`src/design/nmcf_pkg.sv`:
```
`timescale 1ns / 1ps
`default_nettype none

package nmcf_pkg;

  // Geometry defaults for the top-level parameters.
  localparam int DEF_MAX_WIDTH  = 1024;
  localparam int DEF_MAX_HEIGHT = 4096;

  // Label and stream widths.
  localparam int CLASS_W = 2;
  localparam int TDATA_W = 8;
  localparam int PAD_W   = TDATA_W - CLASS_W;

  // Configuration register widths and port shape.
  localparam int FW_W       = 11;
  localparam int FH_W       = 13;
  localparam int MN_W       = 4;
  localparam int CFG_ADDR_W = 2;
  localparam int CFG_DATA_W = 13;

  // Register indexes on the configuration port.
  localparam logic [CFG_ADDR_W-1:0] CFG_FRAME_WIDTH   = 2'd0;
  localparam logic [CFG_ADDR_W-1:0] CFG_FRAME_HEIGHT  = 2'd1;
  localparam logic [CFG_ADDR_W-1:0] CFG_MIN_NEIGHBORS = 2'd2;

  // Register values after reset.
  localparam logic [FW_W-1:0] RST_FRAME_WIDTH   = 11'd640;
  localparam logic [FH_W-1:0] RST_FRAME_HEIGHT  = 13'd480;
  localparam logic [MN_W-1:0] RST_MIN_NEIGHBORS = 4'd5;

  // Input item kinds carried on tuser.
  localparam logic CMD_PIXEL = 1'b0;
  localparam logic CMD_FLUSH = 1'b1;

  // The label that spreads.
  localparam logic [CLASS_W-1:0] CLASS_SHALLOW = 2'd2;

  // Frame-edge flags of the pixel being filtered, plus the frame-end mark.
  typedef struct packed {
    logic no_top;
    logic no_bot;
    logic no_left;
    logic no_right;
    logic last;
  } nmcf_edge_t;

endpackage

`default_nettype wire

```
`src/design/nmcf_line_store.sv`:
```
`timescale 1ns / 1ps
`default_nettype none

// Both line stores in one memory: each entry holds {upper, lower} for a column.
// A read that collides with a write at the same edge gets the written data.
module nmcf_line_store #(
  parameter int DEPTH = 1024,
  parameter int AW    = 10,
  parameter int DW    = 4
) (
  input  wire logic          clk,
  input  wire logic          rst_n,
  input  wire logic          rd_en,
  input  wire logic [AW-1:0] rd_addr,
  input  wire logic          wr_en,
  input  wire logic [AW-1:0] wr_addr,
  input  wire logic [DW-1:0] wr_data,
  output logic      [DW-1:0] rd_data
);

  logic [DW-1:0] mem [DEPTH];
  logic [DW-1:0] rd_q_r;
  logic [DW-1:0] fwd_q_r;
  logic          fwd_hit_r;

  always_ff @(posedge clk) begin
    if (wr_en) begin
      mem[wr_addr] <= wr_data;
    end
    if (rd_en) begin
      rd_q_r  <= mem[rd_addr];
      fwd_q_r <= wr_data;
    end
  end

  always_ff @(posedge clk) begin
    if (!rst_n) begin
      fwd_hit_r <= 1'b0;
    end else if (rd_en) begin
      fwd_hit_r <= wr_en && (wr_addr == rd_addr);
    end
  end

  assign rd_data = fwd_hit_r ? fwd_q_r : rd_q_r;

endmodule

`default_nettype wire

```
`src/design/nmcf_window.sv`:
```
`timescale 1ns / 1ps
`default_nettype none

// Holds the left and center columns of the 3x3 neighborhood; the right column
// is the one arriving this cycle. Counts class-2 neighbors inside the frame.
module nmcf_window (
  input  wire logic                            clk,
  input  wire logic                            rst_n,
  input  wire logic                            clear,
  input  wire logic                            shift,
  input  wire nmcf_pkg::nmcf_edge_t            edges,
  input  wire logic [nmcf_pkg::CLASS_W-1:0]    new_up,
  input  wire logic [nmcf_pkg::CLASS_W-1:0]    new_mid,
  input  wire logic [nmcf_pkg::CLASS_W-1:0]    new_low,
  input  wire logic [nmcf_pkg::MN_W-1:0]       min_neighbors,
  output logic      [nmcf_pkg::CLASS_W-1:0]    result
);

  import nmcf_pkg::*;

  // Index 0 is the row above the center, 2 the row below.
  logic [CLASS_W-1:0] lcol_r [3];
  logic [CLASS_W-1:0] ccol_r [3];
  logic [CLASS_W-1:0] rcol   [3];
  logic [MN_W-1:0]    cnt;

  assign rcol[0] = new_up;
  assign rcol[1] = new_mid;
  assign rcol[2] = new_low;

  always_ff @(posedge clk) begin
    if (!rst_n || clear) begin
      for (int i = 0; i < 3; i++) begin
        lcol_r[i] <= '0;
        ccol_r[i] <= '0;
      end
    end else if (shift) begin
      for (int i = 0; i < 3; i++) begin
        lcol_r[i] <= ccol_r[i];
        ccol_r[i] <= rcol[i];
      end
    end
  end

  always_comb begin
    logic row_ok [3];
    row_ok[0] = !edges.no_top;
    row_ok[1] = 1'b1;
    row_ok[2] = !edges.no_bot;
    cnt = '0;
    for (int i = 0; i < 3; i++) begin
      cnt = cnt + MN_W'(row_ok[i] && !edges.no_left && (lcol_r[i] == CLASS_SHALLOW));
      cnt = cnt + MN_W'(row_ok[i] && !edges.no_right && (rcol[i] == CLASS_SHALLOW));
    end
    cnt = cnt + MN_W'(row_ok[0] && (ccol_r[0] == CLASS_SHALLOW));
    cnt = cnt + MN_W'(row_ok[2] && (ccol_r[2] == CLASS_SHALLOW));
  end

  always_comb begin
    if (ccol_r[1] == CLASS_SHALLOW || cnt >= min_neighbors) begin
      result = CLASS_SHALLOW;
    end else begin
      result = ccol_r[1];
    end
  end

endmodule

`default_nettype wire

```
`src/design/neighbor_majority_class_fill.sv`:
```
`timescale 1ns / 1ps
`default_nettype none

// 3x3 threshold dilation of a streamed label image, one pass per frame.
//
// Input channel (in_*): one transaction per pixel in raster order. in_tuser
// marks a flush transaction, which carries no pixel and only drains results
// once the frame's last pixel is in; before that a flush is accepted and
// ignored. Result channel (out_*): one filtered label per transaction, with
// out_tlast on the frame's final pixel. Configuration (cfg_*): single-cycle
// register writes; a write to a defined register aborts any frame in progress
// and clears position and window, while the line stores keep their contents.
//
// The result for pixel p is produced by input transaction p + width + 1
// (flush transactions feed the tail); out_tvalid rises when that transaction
// leaves the second stage. Unstalled, one transaction per cycle is sustained:
// each pixel costs one read and one write of the line-store memory, spread
// over the two pipeline stages, with a bypass for back-to-back accesses to
// one column. When the receiver stalls, the result waits in the output
// register; the stage behind it still takes one transaction that has a
// result, then in_tready drops until the output drains. Reset restores the
// register defaults and empties the pipeline; line-store contents are not
// cleared, since every entry is written before it reaches a result.
module neighbor_majority_class_fill #(
  parameter int MAX_WIDTH  = nmcf_pkg::DEF_MAX_WIDTH,
  parameter int MAX_HEIGHT = nmcf_pkg::DEF_MAX_HEIGHT
) (
  input  wire logic                              clk,
  input  wire logic                              rst_n,
  // Pixel input; tdata: pixel_class [1:0], zero padding above.
  input  wire logic                              in_tvalid,
  output logic                                   in_tready,
  input  wire logic [nmcf_pkg::TDATA_W-1:0]      in_tdata,
  // tuser: cmd [0] (0 pixel, 1 flush).
  input  wire logic                              in_tuser,
  // Result output; tdata: out_class [1:0], zero padding above.
  output logic                                   out_tvalid,
  input  wire logic                              out_tready,
  output logic      [nmcf_pkg::TDATA_W-1:0]      out_tdata,
  output logic                                   out_tlast,
  // Configuration writes.
  input  wire logic                              cfg_we,
  input  wire logic [nmcf_pkg::CFG_ADDR_W-1:0]   cfg_addr,
  input  wire logic [nmcf_pkg::CFG_DATA_W-1:0]   cfg_wdata
);

  import nmcf_pkg::*;

  localparam int CW = $clog2(MAX_WIDTH);
  localparam int RW = $clog2(MAX_HEIGHT + 2);
  localparam int LW = 2 * CLASS_W;

  typedef logic [CW-1:0] col_t;
  typedef logic [CW:0]   wcnt_t;
  typedef logic [RW-1:0] row_t;

  // Configuration registers.
  logic [FW_W-1:0] frame_width_r;
  logic [FH_W-1:0] frame_height_r;
  logic [MN_W-1:0] min_neighbors_r;
  logic            cfg_clear;

  // Frame position counters.
  col_t in_col_r,  in_col_nxt;
  row_t in_row_r,  in_row_nxt;
  col_t out_col_r, out_col_nxt;
  row_t out_row_r, out_row_nxt;

  wcnt_t eff_w;
  row_t  eff_h;

  logic               in_fire;
  logic               row_in_frame;
  logic               item_live;
  logic               due;
  logic               col_wrap;
  logic [CLASS_W-1:0] pix0;
  nmcf_edge_t         edge0;

  // Second stage: line-store data arrives, window shifts, result forms.
  logic               s1_valid_r;
  logic               s1_have_r;
  logic [CLASS_W-1:0] s1_pix_r;
  col_t               s1_addr_r;
  nmcf_edge_t         s1_edge_r;
  logic               s1_go;

  logic [LW-1:0]      ls_rd;
  logic [LW-1:0]      ls_wr;
  logic [CLASS_W-1:0] filt;

  // Output register.
  logic               out_valid_r;
  logic [CLASS_W-1:0] out_class_r;
  logic               out_last_r;

  // Clamp the frame size to what the counters and memory support; zero counts as one.
  always_comb begin
    if (frame_width_r == '0) begin
      eff_w = wcnt_t'(1);
    end else if (32'(frame_width_r) > 32'(MAX_WIDTH)) begin
      eff_w = wcnt_t'(MAX_WIDTH);
    end else begin
      eff_w = wcnt_t'(frame_width_r);
    end
    if (frame_height_r == '0) begin
      eff_h = row_t'(1);
    end else if (32'(frame_height_r) > 32'(MAX_HEIGHT)) begin
      eff_h = row_t'(MAX_HEIGHT);
    end else begin
      eff_h = row_t'(frame_height_r);
    end
  end

  always_ff @(posedge clk) begin
    if (!rst_n) begin
      frame_width_r   <= RST_FRAME_WIDTH;
      frame_height_r  <= RST_FRAME_HEIGHT;
      min_neighbors_r <= RST_MIN_NEIGHBORS;
    end else if (cfg_we) begin
      case (cfg_addr)
        CFG_FRAME_WIDTH:   frame_width_r   <= cfg_wdata[FW_W-1:0];
        CFG_FRAME_HEIGHT:  frame_height_r  <= cfg_wdata[FH_W-1:0];
        CFG_MIN_NEIGHBORS: min_neighbors_r <= cfg_wdata[MN_W-1:0];
        default: ;
      endcase
    end
  end

  // Only writes to existing registers restart the frame.
  always_comb begin
    case (cfg_addr)
      CFG_FRAME_WIDTH, CFG_FRAME_HEIGHT, CFG_MIN_NEIGHBORS: cfg_clear = cfg_we;
      default:                                              cfg_clear = 1'b0;
    endcase
  end

  // First stage: classify the transaction and issue the line-store read.
  assign in_fire      = in_tvalid && in_tready;
  assign row_in_frame = in_row_r < eff_h;
  // A flush inside the frame is swallowed; past the frame every item drains.
  assign item_live    = in_fire && !(row_in_frame && in_tuser == CMD_FLUSH);
  assign pix0         = row_in_frame ? in_tdata[CLASS_W-1:0] : '0;
  assign due          = (in_row_r > row_t'(1)) || (in_row_r == row_t'(1) && in_col_r != '0);
  assign col_wrap     = (wcnt_t'(in_col_r) + wcnt_t'(1)) >= eff_w;

  always_comb begin
    edge0.no_top   = out_row_r == '0;
    edge0.no_bot   = (out_row_r + row_t'(1)) >= eff_h;
    edge0.no_left  = out_col_r == '0;
    edge0.no_right = (wcnt_t'(out_col_r) + wcnt_t'(1)) >= eff_w;
    edge0.last     = (out_row_r == eff_h - row_t'(1))
                  && (wcnt_t'(out_col_r) == eff_w - wcnt_t'(1));
  end

  always_comb begin
    in_col_nxt  = in_col_r;
    in_row_nxt  = in_row_r;
    out_col_nxt = out_col_r;
    out_row_nxt = out_row_r;
    if (cfg_clear || (item_live && due && edge0.last)) begin
      in_col_nxt  = '0;
      in_row_nxt  = '0;
      out_col_nxt = '0;
      out_row_nxt = '0;
    end else if (item_live) begin
      if (col_wrap) begin
        in_col_nxt = '0;
        in_row_nxt = in_row_r + row_t'(1);
      end else begin
        in_col_nxt = in_col_r + col_t'(1);
      end
      if (due) begin
        if (edge0.no_right) begin
          out_col_nxt = '0;
          out_row_nxt = out_row_r + row_t'(1);
        end else begin
          out_col_nxt = out_col_r + col_t'(1);
        end
      end
    end
  end

  always_ff @(posedge clk) begin
    if (!rst_n) begin
      in_col_r  <= '0;
      in_row_r  <= '0;
      out_col_r <= '0;
      out_row_r <= '0;
    end else begin
      in_col_r  <= in_col_nxt;
      in_row_r  <= in_row_nxt;
      out_col_r <= out_col_nxt;
      out_row_r <= out_row_nxt;
    end
  end

  // An item that yields no result never waits on the output register.
  assign s1_go     = s1_valid_r && (!s1_have_r || !out_valid_r || out_tready);
  assign in_tready = !s1_valid_r || s1_go;

  always_ff @(posedge clk) begin
    if (!rst_n) begin
      s1_valid_r <= 1'b0;
    end else if (item_live) begin
      s1_valid_r <= 1'b1;
    end else if (s1_go) begin
      s1_valid_r <= 1'b0;
    end
  end

  always_ff @(posedge clk) begin
    if (item_live) begin
      s1_have_r <= due;
      s1_pix_r  <= pix0;
      s1_addr_r <= in_col_r;
      s1_edge_r <= edge0;
    end
  end

  // Entry layout {upper, lower}: the lower row moves up, the new pixel
  // becomes the lower row.
  assign ls_wr = {ls_rd[CLASS_W-1:0], s1_pix_r};

  nmcf_line_store #(
    .DEPTH (MAX_WIDTH),
    .AW    (CW),
    .DW    (LW)
  ) u_line_store (
    .clk     (clk),
    .rst_n   (rst_n),
    .rd_en   (item_live),
    .rd_addr (in_col_r),
    .wr_en   (s1_go),
    .wr_addr (s1_addr_r),
    .wr_data (ls_wr),
    .rd_data (ls_rd)
  );

  nmcf_window u_window (
    .clk           (clk),
    .rst_n         (rst_n),
    .clear         (cfg_clear || (s1_go && s1_have_r && s1_edge_r.last)),
    .shift         (s1_go),
    .edges         (s1_edge_r),
    .new_up        (ls_rd[LW-1:CLASS_W]),
    .new_mid       (ls_rd[CLASS_W-1:0]),
    .new_low       (s1_pix_r),
    .min_neighbors (min_neighbors_r),
    .result        (filt)
  );

  always_ff @(posedge clk) begin
    if (!rst_n) begin
      out_valid_r <= 1'b0;
    end else if (s1_go && s1_have_r) begin
      out_valid_r <= 1'b1;
    end else if (out_tready) begin
      out_valid_r <= 1'b0;
    end
  end

  always_ff @(posedge clk) begin
    if (s1_go && s1_have_r) begin
      out_class_r <= filt;
      out_last_r  <= s1_edge_r.last;
    end
  end

  assign out_tvalid = out_valid_r;
  assign out_tdata  = {{PAD_W{1'b0}}, out_class_r};
  assign out_tlast  = out_last_r;

endmodule

`default_nettype wire

```
`config.mk`:
```
export PLATFORM = sky130hd
export DESIGN_NAME = neighbor_majority_class_fill
export DESIGN_NICKNAME = d
export VERILOG_FILES = /design/src/design/nmcf_pkg.sv /design/src/design/nmcf_line_store.sv /design/src/design/nmcf_window.sv /design/src/design/neighbor_majority_class_fill.sv
export SDC_FILE = /design/constraint.sdc
export NUM_CORES = 2
export LEC_CHECK = 0
export BUFFER_PORTS_ARGS = -buffer_cell sky130_fd_sc_hd__clkbuf_2
export CELL_PAD_IN_SITES_DETAIL_PLACEMENT = 1
export CELL_PAD_IN_SITES_GLOBAL_PLACEMENT = 1
export CORE_AREA = 3 3 643 645
export CTS_CLUSTER_SIZE = 10
export DETAILED_ROUTE_END_ITERATION = 10
export DIE_AREA = 0 0 646 648
export PLACE_DENSITY = 0.72
export RECOVER_POWER = 100
export SYNTH_ARGS = -nofsm -noshare
export SYNTH_HDL_FRONTEND = slang
export SYNTH_HIERARCHICAL = 1
export SYNTH_MEMORY_MAX_BITS = 65536
export SYNTH_SLANG_ARGS = --single-unit
```
`constraint.sdc`:
```
create_clock -name clk -period 49.7 [get_ports clk]
set_clock_uncertainty 0.1 [all_clocks]
set_input_delay 0 -clock clk [delete_from_list [all_inputs] [get_ports clk]]
set_output_delay 0 -clock clk [all_outputs]
set_load 0.05 [all_outputs]
```
==> flow_summary_export.csv <==
group,metric,value,unit
timing,achievable-frequency,47.9,MHz
floorplan,floorplan.die.height,648,um
cells_and_area,filler_cell_count,37908,
clocking,cts.htree.levels,5,
routing,ant_nets,0,
routing,route.vias.total,92120,
power_and_ir_drop,internal_power,0.00563,W
timing,setup_viol_count_final,0,
synth,postSynthCellCount,9123,
timing,grt_setup_unrepaired,"no",
synth,synth_warnings,6,
power_and_ir_drop,net-switching-power,0.00142,W
timing,tns,0,ps
clocking,tritoncts_clock_tree,"built",
power_and_ir_drop,total_leakage_power,55.9,nW
floorplan,num_rows,235,
synth,avgSynthCellArea,18.7,sq um
clocking,clk-insertion-delay-late,1000,ps
routing,routed_wire_length_per_instance,33.3,um
clocking,cts_resized,0,
setup_path,worstPathArrival,20210,ps
routing,drt_iter0_drc,12088,
synth,ys_types,102,
clocking,cts_root_buffer_type,"clkbuf_16",
setup_path,critPathCaptureType,"flop",
setup_path,cp-start-kind,"flop",
outcome,failed_checks,"capacitance limit, slew limit",
global_route,wire_length_of_the_first_global_routing_pass,708,mm
timing,tightestPinTransition,10050,ps
cells_and_area,post-route-cell-area,0.188,sq mm
setup_path,worst-path-max-fanout,221,
place,gpl.final_weighted_congestion,0.870,
synth,synth_enable_flop_cells,4137,
timing,final_min_period_over_clock_period,42.0,%
place,placed_cell_area,0.176,sq mm
floorplan,starting_density_of_the_core,41.8,%
setup_path,r2r_setup_slack,28840,ps
global_route,vias_in_the_first_global_route,96070,
routing,routed_via_density,6.22,
timing,slew_headroom,-570,%
synth,async_flop_share,0,%
setup_path,crit_type,"reg -> reg",
cells_and_area,finalNetCount,9346,
floorplan,die_area,0.419,sq mm
timing,hold_viol,0,
global_route,grt_use_total,23.2,%
run,drv_cap,112,
floorplan,core_region_area,0.409,sq mm
power_and_ir_drop,power.share.switching,20.2,%
cells_and_area,layout_area_growth_over_synthesis,10.2,%
power_and_ir_drop,fraction_of_power_consumed_by_sequential_logic,55.3,%
timing,final_period_minus_worst_setup_slack,20860,ps
synth,syn-cell-area,0.171,sq mm
clocking,postCtsSetupRepairBufs,0,
clocking,tritoncts_num_sinks,4214,
synth,postSynth.topFlopCell,"edfxtp_1",
place,dp.final_hpwl,294,mm
synth,synth.yosys.seq_area_share,73.6,%
global_route,grt_max_degree,244,
routing,drtPass1Iterations,6,
place,io_buffer_count,27,
outcome,outcome,"finished, violations left",
hold_path,hold_class,"in -> reg",
cells_and_area,final_cell_count_no_fill,14801,
global_route,antenna_found_initial,38,
routing,drc_errors,0,
power_and_ir_drop,pwr-share-clk,42.3,%
routing,postRouteWirelength,493,mm
floorplan,chipWidth,646,um
power_and_ir_drop,power-per-cell-area,37.4,mW/mm^2
synth,flip_flop_and_latch_count_after_synthesis,4214,
clocking,ctsLongestPathBuffers,4,
floorplan,num_io_pins,40,
clocking,cts_inserted_buffers,464,
place,place.detailed.instances,14170,
global_route,globalRouteOverflowTotal,0,
clocking,clk_transition_reported_paths,50,ps
power_and_ir_drop,p_comb_share,2.4,%
timing,report.final.slew_viol_count,5548,
setup_path,timing.critical_path.required,49050,ps
cells_and_area,post_route_cells_drive_above_1_share,16.6,%
power_and_ir_drop,vdd_drop_max,29.2,uV
==> stage by stage <==
stage	utilization, %	hold WS, ps	power [W]	setup WS [ps]
after global routing	46.1	145	0.00725	26810
after detailed placement	43.1	150	0.00413	42850
after global placement	43.1	154	0.00413	42970
final	46.1	139	0.00705	28840
after floorplan	-	24.0	0.00411	33930
after CTS	46.3	1.02	0.00709	42780
==> power by group through the flow <==
stage	registers (W)	logic, W	clock network [W]
3_3_place_gp	0.00396	0.000164	0
2_1_floorplan	0.00400	0.000118	0
3_5_place_dp	0.00396	0.000171	0
4_1_cts	0.00389	0.000175	0.00303
6_report	0.00390	0.000172	0.00298
5_1_grt	0.00390	0.000184	0.00317
==> state kept, by name, indices dropped and copies added (netlist names), 5 cells and up <==
register          count
frame_height_r       13
frame_width_r        11
in_col_r             10
in_row_r             13
out_col_r            10
out_row_r            13
s1_addr_r            10
s1_edge_r             5
u_line_store/mem   4096
u_window/ccol_r       6
u_window/lcol_r       6
==> cells by family after synthesis <==
| kind of cell | share of synthesized area (%) |
|---|---|
| other cells | 0.00219 |
| mux | 14.5 |
| fa+ha+maj | 0.515 |
| compound gates | 3.63 |
| xor+xnor | 0.410 |
| buf+inv | 2.54 |
| flops | 73.6 |
| simple gates | 4.80 |
==> placed cells by master, fill, tap and decap left out, types with 12 or more instances in the layout <==
cell type      instances
a31oi_1               16
a22oi_1              128
and2_1                15
nor2_1              1095
and3_1                39
nor2b_1               25
a21boi_0              21
nor3_1               106
nor4_1                34
clkbuf_1             145
a21oi_1              170
inv_1                 42
a21o_1                13
o221ai_1             164
mux2i_1              452
diode_2               18
xnor2_1               31
a221oi_1              21
nor3_2                24
o21a_1                12
nand2b_1              16
clkbuf_2              20
xor2_1                49
dfxtp_1               73
clkbuf_16            465
mux4_2               806
o211ai_1              19
a211oi_1              26
nand4_1               38
edfxtp_1            4137
o21ai_0               90
nand3_1               85
buf_4                121
mux4_1                78
dlygate4sd3_1         64
nand2_1              234
ha_1                  64
o22ai_1              100
a22o_1                14
buf_12                12
==> cell usage after synthesis, types with 41 or more instances <==
| library cell | instances | area [sq um] |
|---|---|---|
| a21oi_1 | 170 | 851 |
| a22oi_1 | 128 | 961 |
| buf_1 | 78 | 293 |
| buf_2 | 87 | 435 |
| buf_6 | 87 | 980 |
| buf_8 | 46 | 691 |
| clkbuf_1 | 309 | 1160 |
| dfxtp_1 | 77 | 1540 |
| edfxtp_1 | 4137 | 124000 |
| ha_1 | 64 | 801 |
| inv_1 | 42 | 158 |
| mux2i_1 | 452 | 4520 |
| mux4_1 | 78 | 2050 |
| mux4_2 | 806 | 18200 |
| nand2_1 | 236 | 886 |
| nand3_1 | 85 | 425 |
| nor2_1 | 1100 | 4130 |
| nor3_1 | 89 | 445 |
| nor3_2 | 41 | 410 |
| o21ai_0 | 90 | 450 |
| o221ai_1 | 164 | 1440 |
| o22ai_1 | 100 | 626 |
| xor2_1 | 49 | 429 |
==> worst max-delay path: stages (launching register included) <==
cell and delay (ps):
edfxtp_1 330, clkbuf_1 6900, clkbuf_1 2710, clkbuf_1 2520
clkbuf_1 6460
==> path summary, 6_finish.rpt <==
check                           cells past startpoint                       from                                 end
worst max register to register                      4  s1_pix_r[1]$_SDFFCE_PP0P_  u_line_store/mem[624][1]$_DFFE_PP_
worst max-delay path                                4  s1_pix_r[1]$_SDFFCE_PP0P_  u_line_store/mem[624][1]$_DFFE_PP_
worst min-delay path                                6                   in_tuser           in_row_r[11]$_SDFFE_PP0P_
worst min register to register                      0     s1_edge_r[0]$_DFFE_PP_                 out_tlast$_DFFE_PP_
==> area by class of cell <==
class,instances,area (sq um),area share [%]
multi-input cells,4208,40900,21.7
well taps,5451,6820,3.62
repair buffers,316,2260,1.20
clock inverters,38,643,0.341
inverters,45,181,0.0963
clock buffers,511,11800,6.27
flip-flops and latches,4214,126000,66.7
diodes,18,45.0,0.0239
==> layer usage <==
metal  global-route usage [%]  vias to the layer above  part of all wire (%)
li1                         -                    36993                     -
met1                     30.9                    48905                    38
met2                     37.8                     5221                    48
met3                     4.57                      993                   9.9
met4                     9.00                        8                   4.3
met5                        0                        -                0.0095
==> timing repair <==
action                                 in CTS  in global routing
hold buffers                               64                  0
setup endpoints to repair                   0                  0
endpoints found under the hold margin     113                  0
No activity file was read; power rests on OpenSTA's default activity.
